<file path="src/rtl/core/gcdl_pkg.sv">
// ----------------------------------------------------------------------------
// gcdl_pkg: shared types and constants for the gcd / lcm unit
// Port widths, operation codes and the status bundle of the lcm engine.
// ----------------------------------------------------------------------------
`default_nettype none

package gcdl_pkg;

    // Fixed port widths of the operand and result fields
    localparam int OPERAND_W = 32;
    localparam int RESULT_W  = 64;

    // Operation codes carried by the kind field
    localparam logic KIND_GCD = 1'b0;
    localparam logic KIND_LCM = 1'b1;

    // Status of the serial divide / multiply engine
    typedef struct packed {
        logic busy;   // engine holds a job
        logic done;   // one-cycle pulse, product is valid
    } lcm_sts_t;

endpackage : gcdl_pkg

`default_nettype wire

</file>
<file path="src/rtl/core/gcdl_lcm_seq.sv">
// ----------------------------------------------------------------------------
// gcdl_lcm_seq: bit-serial divide then multiply
// Computes (dividend / divisor) * mcand, one quotient bit per cycle in a
// restoring divider, then one multiplier bit per cycle in a shift-add loop.
// ----------------------------------------------------------------------------
`default_nettype none

module gcdl_lcm_seq
    import gcdl_pkg::*;
#(
    parameter int WIDTH = 32
)(
    input  wire logic               clk,
    input  wire logic               rst_n,
    input  wire logic               start,
    input  wire logic [WIDTH-1:0]   dividend,
    input  wire logic [WIDTH-1:0]   divisor,
    input  wire logic [WIDTH-1:0]   mcand,
    output logic [2*WIDTH-1:0]      product,
    output lcm_sts_t                sts
);

    localparam int CNT_W = $clog2(WIDTH);

    typedef enum logic [1:0] {
        ST_IDLE,
        ST_DIV,
        ST_MUL
    } state_t;

    state_t             state_reg, state_next;
    logic [CNT_W-1:0]   cnt_reg, cnt_next;
    logic [WIDTH-1:0]   rem_reg, rem_next;     // division remainder
    logic [WIDTH-1:0]   quo_reg, quo_next;     // dividend in, quotient out, low product
    logic [WIDTH-1:0]   dvs_reg, dvs_next;
    logic [WIDTH-1:0]   mcd_reg, mcd_next;
    logic [WIDTH:0]     hi_reg, hi_next;       // high half of the product
    logic               done_reg, done_next;

    logic [WIDTH:0]     shifted;
    logic [WIDTH:0]     trial;
    logic               ge;
    logic [WIDTH:0]     sum;
    logic               last;

    // One step of the restoring divider
    assign shifted = {rem_reg, quo_reg[WIDTH-1]};
    assign trial   = shifted - {1'b0, dvs_reg};
    assign ge      = ~trial[WIDTH];

    // One step of the shift-add multiplier
    assign sum  = quo_reg[0] ? (hi_reg + {1'b0, mcd_reg}) : hi_reg;
    assign last = (cnt_reg == CNT_W'(WIDTH - 1));

    always_comb
    begin
        state_next = state_reg;
        cnt_next   = cnt_reg;
        rem_next   = rem_reg;
        quo_next   = quo_reg;
        dvs_next   = dvs_reg;
        mcd_next   = mcd_reg;
        hi_next    = hi_reg;
        done_next  = 1'b0;

        unique case (state_reg)
            ST_IDLE:
            begin
                if (start)
                begin
                    rem_next   = '0;
                    quo_next   = dividend;
                    dvs_next   = divisor;
                    mcd_next   = mcand;
                    cnt_next   = '0;
                    state_next = ST_DIV;
                end
            end
            ST_DIV:
            begin
                rem_next = ge ? trial[WIDTH-1:0] : shifted[WIDTH-1:0];
                quo_next = {quo_reg[WIDTH-2:0], ge};
                cnt_next = cnt_reg + CNT_W'(1);
                if (last)
                begin
                    cnt_next   = '0;
                    hi_next    = '0;
                    state_next = ST_MUL;
                end
            end
            ST_MUL:
            begin
                hi_next  = {1'b0, sum[WIDTH:1]};
                quo_next = {sum[0], quo_reg[WIDTH-1:1]};
                cnt_next = cnt_reg + CNT_W'(1);
                if (last)
                begin
                    cnt_next   = '0;
                    done_next  = 1'b1;
                    state_next = ST_IDLE;
                end
            end
            default:
            begin
                state_next = ST_IDLE;
            end
        endcase
    end

    always_ff @(posedge clk or negedge rst_n)
    begin
        if (!rst_n)
        begin
            state_reg <= ST_IDLE;
            cnt_reg   <= '0;
            done_reg  <= 1'b0;
        end
        else
        begin
            state_reg <= state_next;
            cnt_reg   <= cnt_next;
            done_reg  <= done_next;
        end
    end

    always_ff @(posedge clk)
    begin
        rem_reg <= rem_next;
        quo_reg <= quo_next;
        dvs_reg <= dvs_next;
        mcd_reg <= mcd_next;
        hi_reg  <= hi_next;
    end

    assign product  = {hi_reg[WIDTH-1:0], quo_reg};
    assign sts.busy = (state_reg != ST_IDLE);
    assign sts.done = done_reg;

    // Jobs arrive only while the engine is free
    a_start_idle: assert property (@(posedge clk) disable iff (!rst_n)
        start |-> state_reg == ST_IDLE)
        else $error("lcm engine started while busy");

    // The divisor is a gcd of nonzero operands, never zero
    a_dvs_nonzero: assert property (@(posedge clk) disable iff (!rst_n)
        state_reg == ST_DIV |-> dvs_reg != '0)
        else $error("divide by zero in lcm engine");

    // The gcd divides the dividend exactly
    a_exact_div: assert property (@(posedge clk) disable iff (!rst_n)
        (state_reg == ST_MUL && cnt_reg == '0) |-> rem_reg == '0)
        else $error("nonzero remainder: gcd does not divide operand");

endmodule : gcdl_lcm_seq

`default_nettype wire

</file>
<file path="src/rtl/core/gcd_lcm_unit.sv">
// ----------------------------------------------------------------------------
// gcd_lcm_unit: greatest common divisor / least common multiple
// Binary gcd with one shift or subtract per cycle; lcm as (a / g) * b
// through a bit-serial divider and shift-add multiplier.
// ----------------------------------------------------------------------------
//
//  channel | signals                          | beat content
//  --------+----------------------------------+------------------------------
//  in      | in_valid, in_ready               | kind, operand_a, operand_b
//  out     | out_valid, out_ready             | result
//
//  Steps: gcd loads the beat, runs one shift or subtract of the binary gcd
//  loop at a time, then shifts back once per shared factor of two and
//  emits. lcm adds a divide pass and a multiply pass through the
//  one-bit-per-cycle serial engine, then hands the product back.
//  One beat is in flight at a time; in_ready is high only while idle.
//  The result sits in an output register, so a stalled out channel holds
//  the finished beat while the next one is taken and worked on.
//  Reset clears the control state and the output register; no clearing pass.
//  Operand bits above WIDTH are ignored; gcd(0, x) = x, lcm with a zero is 0.
//
`default_nettype none

module gcd_lcm_unit
    import gcdl_pkg::*;
#(
    parameter int WIDTH = 32
)(
    input  wire logic                   clk,
    input  wire logic                   rst_n,

    input  wire logic                   in_valid,
    output logic                        in_ready,
    input  wire logic                   kind,
    input  wire logic [OPERAND_W-1:0]   operand_a,
    input  wire logic [OPERAND_W-1:0]   operand_b,

    output logic                        out_valid,
    input  wire logic                   out_ready,
    output logic [RESULT_W-1:0]         result
);

    localparam int K_W = $clog2(WIDTH);

    typedef enum logic [2:0] {
        ST_IDLE,
        ST_GCD,     // binary gcd steps
        ST_SHIFT,   // restore the common power of two
        ST_LCM,     // wait for divide / multiply engine
        ST_EMIT     // hand the value to the output register
    } state_t;

    state_t                 state_reg, state_next;
    logic [WIDTH-1:0]       a_reg, a_next;       // ends up holding the gcd
    logic [WIDTH-1:0]       b_reg, b_next;
    logic [WIDTH-1:0]       opa_reg, opa_next;   // operands kept for lcm
    logic [WIDTH-1:0]       opb_reg, opb_next;
    logic                   kind_reg, kind_next;
    logic [K_W-1:0]         k_reg, k_next;       // shared factors of two
    logic [2*WIDTH-1:0]     pend_reg, pend_next;
    logic [2*WIDTH-1:0]     result_reg, result_next;
    logic                   ovalid_reg, ovalid_next;

    logic [WIDTH:0]         diff;
    logic [WIDTH-1:0]       ndiff;
    logic                   lcm_start;
    logic [2*WIDTH-1:0]     lcm_product;
    lcm_sts_t               lcm_sts;

    // a - b; the borrow tells which one is larger
    assign diff  = {1'b0, a_reg} - {1'b0, b_reg};
    assign ndiff = b_reg - a_reg;

    gcdl_lcm_seq #(
        .WIDTH      (WIDTH)
    ) u_lcm_seq (
        .clk        (clk),
        .rst_n      (rst_n),
        .start      (lcm_start),
        .dividend   (opa_reg),
        .divisor    (a_reg),
        .mcand      (opb_reg),
        .product    (lcm_product),
        .sts        (lcm_sts)
    );

    always_comb
    begin
        state_next  = state_reg;
        a_next      = a_reg;
        b_next      = b_reg;
        opa_next    = opa_reg;
        opb_next    = opb_reg;
        kind_next   = kind_reg;
        k_next      = k_reg;
        pend_next   = pend_reg;
        result_next = result_reg;
        ovalid_next = ovalid_reg;
        lcm_start   = 1'b0;

        // output beat taken
        if (ovalid_reg && out_ready)
        begin
            ovalid_next = 1'b0;
        end

        unique case (state_reg)
            ST_IDLE:
            begin
                if (in_valid)
                begin
                    a_next     = operand_a[WIDTH-1:0];
                    b_next     = operand_b[WIDTH-1:0];
                    opa_next   = operand_a[WIDTH-1:0];
                    opb_next   = operand_b[WIDTH-1:0];
                    kind_next  = kind;
                    k_next     = '0;
                    state_next = ST_GCD;
                end
            end
            ST_GCD:
            begin
                if (a_reg == '0)
                begin
                    // gcd(0, b) = b
                    a_next     = b_reg;
                    state_next = ST_SHIFT;
                end
                else if (b_reg == '0 || a_reg == b_reg)
                begin
                    state_next = ST_SHIFT;
                end
                else if (!a_reg[0] && !b_reg[0])
                begin
                    a_next = a_reg >> 1;
                    b_next = b_reg >> 1;
                    k_next = k_reg + K_W'(1);
                end
                else if (!a_reg[0])
                begin
                    a_next = a_reg >> 1;
                end
                else if (!b_reg[0])
                begin
                    b_next = b_reg >> 1;
                end
                else if (!diff[WIDTH])
                begin
                    a_next = diff[WIDTH-1:0];
                end
                else
                begin
                    b_next = ndiff;
                end
            end
            ST_SHIFT:
            begin
                if (k_reg != '0)
                begin
                    a_next = a_reg << 1;
                    k_next = k_reg - K_W'(1);
                end
                else if (kind_reg == KIND_GCD)
                begin
                    pend_next  = (2*WIDTH)'(a_reg);
                    state_next = ST_EMIT;
                end
                else if (opa_reg == '0 || opb_reg == '0)
                begin
                    pend_next  = '0;
                    state_next = ST_EMIT;
                end
                else
                begin
                    lcm_start  = 1'b1;
                    state_next = ST_LCM;
                end
            end
            ST_LCM:
            begin
                if (lcm_sts.done)
                begin
                    pend_next  = lcm_product;
                    state_next = ST_EMIT;
                end
            end
            ST_EMIT:
            begin
                // wait for the output register to free up
                if (!ovalid_reg || out_ready)
                begin
                    result_next = pend_reg;
                    ovalid_next = 1'b1;
                    state_next  = ST_IDLE;
                end
            end
            default:
            begin
                state_next = ST_IDLE;
            end
        endcase
    end

    always_ff @(posedge clk or negedge rst_n)
    begin
        if (!rst_n)
        begin
            state_reg  <= ST_IDLE;
            ovalid_reg <= 1'b0;
            result_reg <= '0;
        end
        else
        begin
            state_reg  <= state_next;
            ovalid_reg <= ovalid_next;
            result_reg <= result_next;
        end
    end

    always_ff @(posedge clk)
    begin
        a_reg      <= a_next;
        b_reg      <= b_next;
        opa_reg    <= opa_next;
        opb_reg    <= opb_next;
        kind_reg   <= kind_next;
        k_reg      <= k_next;
        pend_reg   <= pend_next;
    end

    assign in_ready  = (state_reg == ST_IDLE);
    assign out_valid = ovalid_reg;
    assign result    = RESULT_W'(result_reg);

    // Engine completes only while the controller is waiting on it
    a_done_in_lcm: assert property (@(posedge clk) disable iff (!rst_n)
        lcm_sts.done |-> state_reg == ST_LCM)
        else $error("lcm engine done outside wait state");

    // Engine is free while a new gcd runs
    a_idle_engine: assert property (@(posedge clk) disable iff (!rst_n)
        state_reg == ST_GCD |-> !lcm_sts.busy)
        else $error("lcm engine busy during gcd");

    // gcd of two nonzero operands is nonzero
    a_gcd_nonzero: assert property (@(posedge clk) disable iff (!rst_n)
        (state_reg == ST_SHIFT && opa_reg != '0 && opb_reg != '0) |-> a_reg != '0)
        else $error("zero gcd from nonzero operands");

    // Taking a new beat does not disturb the waiting result
    a_result_held: assert property (@(posedge clk) disable iff (!rst_n)
        (in_valid && in_ready) |=> $stable(result_reg))
        else $error("result changed on input beat");

endmodule : gcd_lcm_unit

`default_nettype wire
</file>
<file path="config.mk">
export PLATFORM = sky130hd
export DESIGN_NAME = gcd_lcm_unit
export DESIGN_NICKNAME = d
export VERILOG_FILES = /design/src/rtl/core/gcdl_pkg.sv /design/src/rtl/core/gcdl_lcm_seq.sv /design/src/rtl/core/gcd_lcm_unit.sv
export SDC_FILE = /design/constraint.sdc
export NUM_CORES = 1
export LEC_CHECK = 0
export ABC_CLOCK_PERIOD_IN_PS = 5550
export BUFFER_PORTS_ARGS = -buffer_cell sky130_fd_sc_hd__buf_4
export CAP_MARGIN = 20
export CORE_MARGIN = 5
export CORE_UTILIZATION = 30
export CTS_CLUSTER_DIAMETER = 150
export CTS_CLUSTER_SIZE = 24
export DETAILED_ROUTE_END_ITERATION = 10
export HOLD_SLACK_MARGIN = 0.06
export MAX_ROUTING_LAYER = met4
export PLACE_DENSITY = 0.55
export SYNTH_ARGS = -nofsm -noshare
export SYNTH_HDL_FRONTEND = slang
export SYNTH_SLANG_ARGS = --single-unit
</file>
<file path="constraint.sdc">
create_clock -name clk -period 5.55 [get_ports clk]
set_input_delay 0.2775 -clock clk [delete_from_list [all_inputs] [get_ports clk]]
set_output_delay 0.2775 -clock clk [all_outputs]
set_load 0.01 [all_outputs]
</file>
==> results.txt, run 1 <==
----------------------------------------------------
[Synthesis]
  Synthesis Warnings ... 0
  Gate count after technology mapping ... around 2,400
  Seq cells post-synth ... 434
  Compound-cell area share of the yosys netlist ... 0.182
  Post-synth top area cell ... edfxtp_1
  Top_reg_cell synth ... edfxtp_1
  Synthesized-area fraction occupied by adder cells ... 0.0724
  Post-Synth Simple-Gate Area ... 0.120
  Part of the Yosys area used for sequential elements ... 0.501
  Top cell type's share of synthesized area ... 0.426
  Combinational family with the most area after synthesis ... compound AO/OA/AOI/OAI gates
  Post-synthesis mux area share ... 0.0462
  Number of nets in the synthesized netlist ... ~2,600
  Syn Area/Cell ... between 10 and 15 um^2
  Netlist cell types ... 74
  Number of flops mapped to enable cells by yosys ... about 360
  Synthesized-area fraction occupied by xor and xnor cells ... 0.0385
  Top cells by area, synth ... edfxtp_1 (43%), dfrtp_1 (7.5%), ha_1 (6.8%), a21oi_1 (3.4%), nor2_1 (3.0%)
  Cell area after synthesis ... between 0.02 and 0.03 mm^2
  Proportion of register bits with asynchronous set or reset after synthesis ... 0.175

[STA]
  Worst-margin pin slew ... around 1.1 ns
  Crit share post-route ... 0.741
  Max Clock Skew ... around 0.038 ns
  Max Clk Rate ... between 200 and 250 MHz
  Setup_tns ... 0 ns
  RSZ-0062 raised after global routing ... no
  Final Hold Fails ... 0
  Final critical-path setup slack ... around 1.4 ns
  Worst slew margin ... 0.264
  Post-layout minimum cycle time ... 4.11 ns
  Final setup violation count ... 0
  Final slew viol count ... 0

[CTS]
  Clk_lat worst skew ... 0.57 ns
  Cell chosen for the clock root ... clkbuf_16
  Clock transition at the registers of the reported paths ... around 0.1 ns
  Post-cts sizing count ... 0
  Maximum clock path buffer count ... 3
  Number of clock sinks seen by CTS ... about 430
  # H-tree levels ... 1
  Clock tree from TritonCTS ... done
  Number of CTS-inserted buffers ... 22
  Post-CTS Setup Bufs ... 0

[Floorplanning]
  Core footprint ... roughly 0.084 mm^2
  Die height ... approximately 300 um
  Die width ... around 300 um
  Starting density of the core ... 0.302
  Count of pins on the block boundary ... ~140
  Total number of placement rows ... between 100 and 150
  Area enclosed by the die boundary ... roughly 0.090 mm^2

[Setup path]
  Origin of the critical flop-to-flop path ... a_reg[0]
  Cell breakdown of the critical path ... inv_1 -> ha_1 -> inv_1 -> fa_1 -> a211oi_1 -> o21bai_1 -> a21oi_2 -> o21ai_1 -> a21oi_2 -> o21ai_2 -> buf_4 -> nor2_1 -> nor2_1 -> o41a_1 -> buf_4
  Startpoint type of the worst setup path ... register
  Setup slack on the worst flop-to-flop path ... approximately 1.4 ns
  Critical path's slowest cell ... edfxtp_1
  Worst reg2reg endpoint ... a_reg[22]
  Largest driver fanout on the critical path ... 31
  Largest stage delay on the critical path ... between 0.5 and 0.6 ns
  Cell count of the worst reg-to-reg path ... 15
  Required time at the worst-slack endpoint ... roughly 5.8 ns
  Arrival time at the worst endpoint ... between 4 and 5 ns
  Endpoint class of the critical path ... register
  Type of the worst setup path ... reg2reg
  Critical path buffers and inverters ... 4
  Crit-path leading delay family ... compound AO/OA/AOI/OAI gates

[Final layout]
  Post-Route Utilization ... 0.344
  Synthesis-to-layout area growth ... 13.9%
  Final nets ... 2,720
  Highest-count cells in the layout ignoring fill and taps ... edfxtp_1 (358), nor2_1 (202), a21oi_1 (170)
  Layout cell share with drive strength beyond 1 ... 0.122
  Number of standard cells in the layout, taps in and fillers out ... approximately 3,600
  Most common cell after layout, fill and taps aside ... edfxtp_1

[Route]
  Drt first pass iters ... 5
  Count of routing violations after the opening detailed-route iteration ... 1,466
  Total vias in the final route ... 19,615
  Per-cell routed wire length ... around 23 um
  Detail Route Antenna Nets ... 0
  Total wire length after detailed routing ... slightly above 80,000 um
  Number of remaining DRC errors ... 0
  Via count normalized by instance count ... around 5.4

[Worst hold path]
  Hold Path Class ... in2reg
  Depth of the worst hold-timing path ... 3
  Hold Startpoint ... out_ready
  Worst min-delay path endpoint ... out_valid

[Place]
  Worst setup slack after placement ... between 1.5 and 2 ns
  Last weighted congestion value of the routability-driven placer ... about 0.95
  # placed instances ... between 3,000 and 4,000
  Number of buffers inserted by port buffering ... 134
  Post-DP HPWL ... roughly 64,000 um

[Power and ir drop]
  Leakage power ... approximately 11 nW
  VDD IR-drop max ... roughly 0.26 mV
  Power share of the clock group ... 0.113
  Sw power ... 7.69 mW
  Sequential Power Share ... 0.351
  Post-layout power ... roughly 17 mW
  Internal power contribution ... a little under 9 mW
  Combinational share of power ... 0.536
  Power per standard cell area ... 575 mW/mm^2
  Switching share of power ... 0.465

[GRT]
  Pin count of the biggest net entering global routing ... a little under 80
  Global-route wire length before repair ... 123,000 um
  Total global routing track utilization ... 0.180
  Antenna violations before repair ... 6
  Number of global-route vias before repair ... 19,335
  Global route total overflow ... 0

[Job]
  Max Cap Violations ... 0

[Status]
  Run status ... complete, no violations

----------------------------------------------------
## cell families (layout without fill, tap and decap cells)
kind of cell	after synthesis	count (layout)
AO/OA/AOI/OAI	701	701
XOR/XNOR	108	108
adder cells (fa/ha/maj)	143	143
buffers and inverters	257	406
flip-flops	434	434
multiplexers	108	108
other	0	1
AND/OR/NAND/NOR	624	624
## power groups by stage
stage	registers [mW]	clock network (mW)	logic, mW
finish	5.81	1.87	8.86
global route	5.89	2.03	9.56
CTS	5.81	1.92	8.80
detailed placement	5.89	0	8.73
global placement	5.84	0	8.72
floorplan	5.56	0	5.63
## layer usage
metal | wire (um) | GRT usage | vias up
li1 | - | - | 9097
met1 | 36200 | 0.238 | 9805
met4 | 2760 | 0.0542 | 0
met3 | 3760 | 0.0144 | 126
met2 | 39400 | 0.299 | 587
met5 | 0 | - | -
## cell type report
type	instances	area (um^2)
diodes	1	2.50
clock buffers	39	636
clock inverters	1	30.0
fillers	8423	54800
inverters	130	488
multi-input cells	1684	11600
flip-flops and latches	434	12700
well taps	1080	1350
repair buffers	236	1950
## per-stage QoR
stage	hold WS, ns	instance area (um^2)
floorplan	-0.0181	25200
global placement	0.164	27400
detailed placement	0.175	27400
CTS	0.0856	28700
global route	0.144	28700
finish	0.122	28700
## tightest hold or removal path: stages
cell and delay, ns:
buf_4 0.08, nand2b_1 0.22, nand2_1 0.08
## synth_stat cells, types with 10 or more instances
cell type	number
mux2i_1	41
a31oi_1	23
mux2_2	67
nand2b_1	23
ha_1	138
clkbuf_1	104
xnor2_1	48
nand2_1	141
o21a_1	13
buf_2	10
and3_1	19
a21oi_1	171
o21ai_0	146
a22oi_1	62
o21bai_1	27
nand4_1	34
nand3_1	26
a21o_1	72
nor3_1	28
and2_1	42
nor2b_1	30
a221oi_1	45
o31ai_1	38
xor2_1	58
edfxtp_1	358
or2_2	12
inv_1	130
a211oi_1	16
o211ai_1	12
nor2_1	204
nor4_1	39
dfrtp_1	76
## how the worst max path moves through the flow
stage,start,endpoint,slack (ns),cells past startpoint
2_1_floorplan,state_reg[0],b_reg[10],0.07,5
4_1_cts,a_reg[0],a_reg[19],1.48,15
3_5_place_dp,a_reg[0],a_reg[30],1.52,15
5_1_grt,a_reg[0],a_reg[22],1.22,15
6_report,a_reg[0],a_reg[22],1.44,15
3_3_place_gp,a_reg[0],a_reg[30],1.52,15
## timing repair
item | 4_1_cts | 5_1_grt
hold buffers | 66 | 0
hold endpoints to repair | 133 | 0
setup endpoints to repair | 0 | 0
Power figures use the tool's default switching activity.
==> inputs of run 2 (changes only) <==
- ABC_CLOCK_PERIOD_IN_PS: 5550 -> 3550
- clock period: 5.55 -> 3.55 ns (I/O delays scaled with it)
==> run 2 against run 1 <==
  * Non-clock buffer count rose by 157
  * Clock power increased by 60%
  * Cell count increased by 4.4%
  * Critical path depth down 2
  * Design area rose by 5.3%
  * Global-route usage increased by 0.93 points
  * Power up 68%
  * Critical path type unchanged
==> results.txt, run 2 (synthesized netlist as in run 1, its figures left out) <==
----------------------------------------------------
[CTS]
  Clk_lat worst skew ... 0.58 ns (about the same)
  Clock tree from TritonCTS ... done
  # H-tree levels ... 1 (unchanged)
  Number of clock sinks seen by CTS ... 434 (unchanged)
  Number of CTS-inserted buffers ... 22 (unchanged)
  Maximum clock path buffer count ... 3 (unchanged)
  Clock transition at the registers of the reported paths ... 0.10 ns (about the same)
  Cell chosen for the clock root ... clkbuf_16

[STA]
  Worst-margin pin slew ... 0.997 ns (-0.0977 ns)
  Crit share post-route ... 0.970 (+0.229)
  Final setup violation count ... 0 (unchanged)
  Post-layout minimum cycle time ... 3.44 ns (-0.667 ns)
  Max Clk Rate ... 290 MHz (+19%)
  Setup_tns ... 0 ns (unchanged)
  Final slew viol count ... 0 (unchanged)
  Max Clock Skew ... 0.0343 ns (-0.00387 ns)
  Worst slew margin ... 0.330 (+0.0657)
  Final Hold Fails ... 0 (unchanged)

[GRT]
  Total global routing track utilization ... 0.190 (+0.00933)
  Antenna violations before repair ... 1 (-5)
  Global-route wire length before repair ... 129,000 um (+4.8%)
  Global route total overflow ... 0 (unchanged)
  Number of global-route vias before repair ... 20,338 (+5.2%)
  Pin count of the biggest net entering global routing ... 66 (-15%)

[Final layout]
  Synthesis-to-layout area growth ... 19.9%
  Highest-count cells in the layout ignoring fill and taps ... edfxtp_1 (358), buf_4 (313), nor2_1 (201)
  Most common cell after layout, fill and taps aside ... edfxtp_1
  Final nets ... 2,878 (+5.8%)
  Final instance area ... 0.0303 mm^2 (+5.3%)
  Layout cell share with drive strength beyond 1 ... 0.183 (+0.0610)
  ANT cells ... 0 (-1)

[Status]
  Run status ... complete, no violations

[Worst hold path]
  Hold Path Class ... in2async

[Floorplanning]
  Die width ... 300 um (unchanged)
  Starting density of the core ... 0.302 (unchanged)
  Total number of placement rows ... 106 (unchanged)
  Core footprint ... 0.0836 mm^2 (unchanged)
  Die height ... 300 um (unchanged)
  Area enclosed by the die boundary ... 0.0900 mm^2 (unchanged)
  Count of pins on the block boundary ... 135 (unchanged)

[Place]
  Post-DP HPWL ... 67,900 um (+6.8%)
  Last weighted congestion value of the routability-driven placer ... 0.967 (+1.4%)
  Number of buffers inserted by port buffering ... 134 (unchanged)
  Post-DP Area ... 0.0286 mm^2 (+4.3%)

[Route]
  Total vias in the final route ... 20,304 (+3.5%)
  Detail Route Antenna Nets ... 0 (unchanged)
  Drt first pass iters ... 6 (+1)
  Total wire length after detailed routing ... 86,900 um (+5.8%)
  Count of routing violations after the opening detailed-route iteration ... 1,841 (+26%)
  Per-cell routed wire length ... 23.1 um (+1.4%)
  Via count normalized by instance count ... 5.40 (-0.81%)
  Number of remaining DRC errors ... 0 (unchanged)

[Job]
  Max Cap Violations ... 0 (unchanged)

[Power and ir drop]
  VDD IR-drop max ... 0.557 mV (+110%)
  Leakage power ... 11.9 nW (+7.6%)
  Power per standard cell area ... 918 mW/mm^2 (+60%)

[Setup path]
  Startpoint type of the worst setup path ... register
  Type of the worst setup path ... reg2reg
  Cell breakdown of the critical path ... inv_1 -> ha_4 -> a211oi_4 -> nor2_2 -> o41ai_4 -> nand2_2 -> a211o_1 -> o31a_4 -> xor2_4 -> buf_4 -> clkbuf_16 -> mux2i_1 -> nor2_1
  Required time at the worst-slack endpoint ... 3.86 ns (-1.96 ns)
  Arrival time at the worst endpoint ... 3.76 ns (-0.63 ns)
  Largest driver fanout on the critical path ... 13 (-58%)
  Critical path's slowest cell ... edfxtp_1
  Largest stage delay on the critical path ... 0.46 ns (-0.05 ns)
  Endpoint class of the critical path ... register
  Cell count of the worst reg-to-reg path ... 13 (-2)

----------------------------------------------------
[run 2: worst max-delay path: cells and delay by family (launching register included)]
family,cells,cell delay (ns)
AO/OA/AOI/OAI,4,1.33
AND/OR/NAND/NOR,3,0.27
flip-flops,1,0.46
XOR/XNOR,1,0.19
multiplexers,1,0.20
buffers and inverters,3,0.49
adder cells (fa/ha/maj),1,0.24
[run 2: layer usage]
metal / global-route usage / routed length, um
met5: - / 0
met4: 0.0460 / 2360
met3: 0.0169 / 4990
met2: 0.323 / 42600
met1: 0.247 / 37000
[run 2: metrics by stage]
| step | hold WS [ns] | instances | util | power, mW | worst slack [ns] |
|---|---|---|---|---|---|
| after floorplan | -0.118 | 2375 | - | 17.5 | 0.0322 |
| after detailed placement | 0.251 | 3643 | 0.342 | 24.3 | -0.116 |
| after global placement | 0.238 | 3643 | 0.342 | 24.2 | -0.117 |
| after global routing | 0.198 | 3762 | 0.362 | 29.5 | -0.0287 |
| final | 0.184 | 3762 | 0.362 | 27.8 | 0.105 |
| after CTS | 0.167 | 3751 | 0.359 | 27.5 | 0.0212 |
[run 2: path summary, 6_finish.rpt]
kind / from / endpoint / slack, ns
max reg2reg: u_lcm_seq.dvs_reg[17] / u_lcm_seq.rem_reg[13] / 0.11
max in group asynchronous: rst_n / result[29] / 2.52
min: rst_n / result[48] / 0.18
min in group clk: in_valid / state_reg[0] / 0.21
max: u_lcm_seq.dvs_reg[17] / u_lcm_seq.rem_reg[13] / 0.11
min reg2reg: opb_reg[1] / u_lcm_seq.mcd_reg[1] / 0.45
[run 2: area by class of cell]
cell class	count	area, um^2
clock buffer	38	632
clock inverter	2	50.0
fill	8341	53300
inverter	130	488
multi-input combinational	1685	11800
sequential	434	12700
tap	1080	1350
timing repair buffer	393	3280
[run 2: what timing repair did]
item / 4_1_cts / 5_1_grt
hold buffers: 67 / 0
hold endpoints to repair: 178 / 0
gates resized for setup: 5 / 33
pin swaps: 2 / 15
setup endpoints to repair: 57 / 112
setup buffers: 0 / 6
gates cloned: 1 / 4
[run 2: power by group]
part | total [mW] | switching [mW] | internal (mW)
logic | 16.3 | 9.90 | 6.43
clock network | 3.00 | 1.68 | 1.32
registers | 8.45 | 0.867 | 7.59
==> inputs of run 3 (changes only) <==
- ABC_AREA: unset -> 1
- PLACE_DENSITY: 0.55 -> 0.54
==> run 3 against run 2 <==
  * Global-route usage is 1.3 points higher
  * First-iteration DRC count rose by 31%
  * Sequential power grew 9.3%
  * Via count rose by 17%
  * Die area is 10% higher
  * Power is 16% higher
  * Largest power group unchanged
  * Highest routed layer unchanged
==> results.txt, run 3 <==
----------------------------------------------------
[Final layout]
  Highest-count cells in the layout ignoring fill and taps ... nand2_1 (833), inv_1 (546), edfxtp_1 (358)
  Final instance area ... 0.0320 mm^2 (+5.7%)
  Final nets ... 3,816 (+33%)
  Synthesis-to-layout area growth ... 14.9%
  ANT cells ... 0 (unchanged)
  Most common cell after layout, fill and taps aside ... nand2_1
  Layout cell share with drive strength beyond 1 ... 0.114 (-0.0693)

[Status]
  Run status ... complete, no violations

[Place]
  Post-DP HPWL ... 81,300 um (+20%)
  Worst setup slack after placement ... 0.354 ns (+0.469 ns)
  Number of buffers inserted by port buffering ... 134 (unchanged)
  Last weighted congestion value of the routability-driven placer ... 0.978 (+1.2%)
  Post-DP Area ... 0.0306 mm^2 (+7.2%)

[Power and ir drop]
  VDD IR-drop max ... 0.497 mV (-11%)
  Leakage power ... 14.7 nW (+24%)
  Post-layout power ... 32.1 mW (+16%)
  Power per standard cell area ... 1000 mW/mm^2 (+9.3%)

[Synthesis]
  Number of flops mapped to enable cells by yosys ... 358 (unchanged)
  Post-synth top area cell ... edfxtp_1
  Commonest cells post-synth ... nand2_1 (833), inv_1 (549), edfxtp_1 (358), nor2_1 (267), a21oi_1 (260)
  Part of the Yosys area used for sequential elements ... 0.454 (-0.0470)
  Cell area after synthesis ... 0.0278 mm^2 (+10%)
  Number of nets in the synthesized netlist ... 3,624 (+40%)
  Proportion of register bits with asynchronous set or reset after synthesis ... 0.175 (unchanged)
  Cell with the most instances after synthesis ... nand2_1
  Top_reg_cell synth ... edfxtp_1
  Synthesis Warnings ... 0 (unchanged)
  Netlist cell types ... 50 (-32%)
  Gate count after technology mapping ... 3,412 (+44%)
  Syn Area/Cell ... 8.16 um^2 (-23%)
  Top cells by area, synth ... edfxtp_1 (39%), nand2_1 (11%), inv_1 (7.4%), dfrtp_1 (6.8%), ha_1 (6.2%)
  Seq cells post-synth ... 434 (unchanged)
  Top cell type's share of synthesized area ... 0.386 (-0.0399)

[Setup path]
  Setup crit start ... a_reg[10]
  Setup slack on the worst flop-to-flop path ... 0.20 ns (+0.10 ns)
  Largest driver fanout on the critical path ... 31 (+18)
  Cell count of the worst reg-to-reg path ... 14 (+1)
  Required time at the worst-slack endpoint ... 3.87 ns (about the same)
  Startpoint type of the worst setup path ... register
  Origin of the critical flop-to-flop path ... a_reg[10]
  Worst reg2reg endpoint ... b_reg[25]
  Endpoint class of the critical path ... register
  Type of the worst setup path ... reg2reg
  Arrival time at the worst endpoint ... 3.67 ns (-0.09 ns)

[Route]
  Number of remaining DRC errors ... 0 (unchanged)
  Via count normalized by instance count ... 4.87 (-9.7%)
  Total wire length after detailed routing ... 99,800 um (+15%)
  Count of routing violations after the opening detailed-route iteration ... 2,404 (+31%)
  Per-cell routed wire length ... 20.5 um (-11%)
  Detail Route Antenna Nets ... 0 (unchanged)
  Drt first pass iters ... 8 (+2)
  Total vias in the final route ... 23,697 (+17%)

[STA]
  Max Clock Skew ... 0.0521 ns (+0.0178 ns)
  Worst-margin pin slew ... 0.889 ns (-0.108 ns)
  Final slew viol count ... 0 (unchanged)
  Final critical-path setup slack ... 0.202 ns (+0.0965 ns)
  Crit share post-route ... 0.943 (-0.0272)
  Worst slew margin ... 0.402 (+0.0722)
  RSZ-0062 raised after global routing ... no
  WHS ... 0.131 ns (-0.0533 ns)
  Final Hold Fails ... 0 (unchanged)
  Max Clk Rate ... 299 MHz (+2.9%)
  Setup_tns ... 0 ns (unchanged)
  Post-layout minimum cycle time ... 3.35 ns (-0.0965 ns)
  Final setup violation count ... 0 (unchanged)

[Floorplanning]
  Total number of placement rows ... 111 (+4.7%)
  Area enclosed by the die boundary ... 0.0990 mm^2 (+10%)
  Count of pins on the block boundary ... 135 (unchanged)
  Die height ... 315 um (+4.9%)
  Die width ... 315 um (+4.9%)
  Core footprint ... 0.0919 mm^2 (+10%)
  Starting density of the core ... 0.303 (+0.000834)

[GRT]
  Antenna violations before repair ... 1 (unchanged)
  Total global routing track utilization ... 0.203 (+0.0130)
  Global-route wire length before repair ... 149,000 um (+15%)
  Global route total overflow ... 0 (unchanged)
  Pin count of the biggest net entering global routing ... 68 (+3.0%)
  Number of global-route vias before repair ... 23,092 (+14%)

[CTS]
  Number of CTS-inserted buffers ... 22 (unchanged)
  Number of clock sinks seen by CTS ... 434 (unchanged)
  Post-cts sizing count ... 0 (-5)
  Clock tree from TritonCTS ... done
  Post-CTS Setup Bufs ... 0 (unchanged)
  CTS hold repair buffers ... 67 (unchanged)
  Cell chosen for the clock root ... clkbuf_16
  Clock transition at the registers of the reported paths ... 0.13 ns (+0.03 ns)
  Clk_lat worst skew ... 0.61 ns (+0.03 ns)
  # H-tree levels ... 1 (unchanged)
  Maximum clock path buffer count ... 3 (unchanged)

[Worst hold path]
  Hold Path Class ... in2async

[Job]
  Max Cap Violations ... 0 (unchanged)

----------------------------------------------------
-- run 3: cell types whose count changed after synthesis, moves of 45 or more --
cell / before / now
inv_1: 130 / 549
nand3_1: 26 / 164
nand2_1: 141 / 833
a21oi_1: 171 / 260
a221oi_1: 45 / 0
a22oi_1: 62 / 1
a21o_1: 72 / 10
nor2_1: 204 / 267
-- run 3: per-stage QoR --
step                 util  std cells
global placement    0.333       4754
floorplan               -       3412
detailed placement  0.333       4756
CTS                 0.348       4863
global route        0.348       4863
finish              0.348       4863
-- run 3: how the worst max path moves through the flow --
stage	cells past startpoint	slack, ns	endpoint
after floorplan	5	0.41	pend_reg[0]
after global placement	9	0.27	a_reg[26]
after detailed placement	14	0.35	b_reg[27]
after CTS	14	0.27	b_reg[25]
after global routing	15	0.1	a_reg[30]
final	14	0.20	b_reg[25]
-- run 3: logic make-up (layout without fill, tap and decap cells) --
| family | count (synthesis) | in the layout | synth area share |
|---|---|---|---|
| xor+xnor | 64 | 64 | 0.0201 |
| simple gates | 1465 | 1465 | 0.228 |
| fa+ha+maj | 143 | 143 | 0.0656 |
| compound gates | 585 | 585 | 0.114 |
| flops | 434 | 434 | 0.454 |
| mux | 64 | 64 | 0.0259 |
| buf+inv | 657 | 865 | 0.0924 |
-- run 3: layer usage --
layer	global-route usage	wire (um)
met5	-	0
met3	0.0213	6100
met1	0.300	48700
met2	0.304	43000
met4	0.0370	1970
-- run 3: power by group --
part,total (mW),switching (mW),internal [mW],leakage (nW)
Clock,3.01,1.74,1.27,0.320
Combinational,19.8,13.7,6.19,10.1
Sequential,9.24,1.14,8.10,4.30
Total,32.1,16.5,15.6,14.7
-- run 3: layout make-up --
class | count | area, um^2
clock buffer | 36 | 603
sequential | 434 | 12700
timing repair buffer | 263 | 2290
tap | 1243 | 1560
multi-input combinational | 2321 | 12700
clock inverter | 4 | 68.8
inverter | 562 | 2110
fill | 9716 | 60000
-- run 3: worst max-delay path, cell delays in order (launching register included) --
cell	delay, ns
edfxtp_1	0.54
inv_1	0.17
ha_1	0.49
nand2_1	0.17
inv_2	0.08
nand2_1	0.10
nor2_2	0.19
nand3_1	0.12
nor3_1	0.41
nor2_1	0.18
nand2_1	0.11
o21ai_1	0.08
o21ai_0	0.10
inv_1	0.10
buf_12	0.18
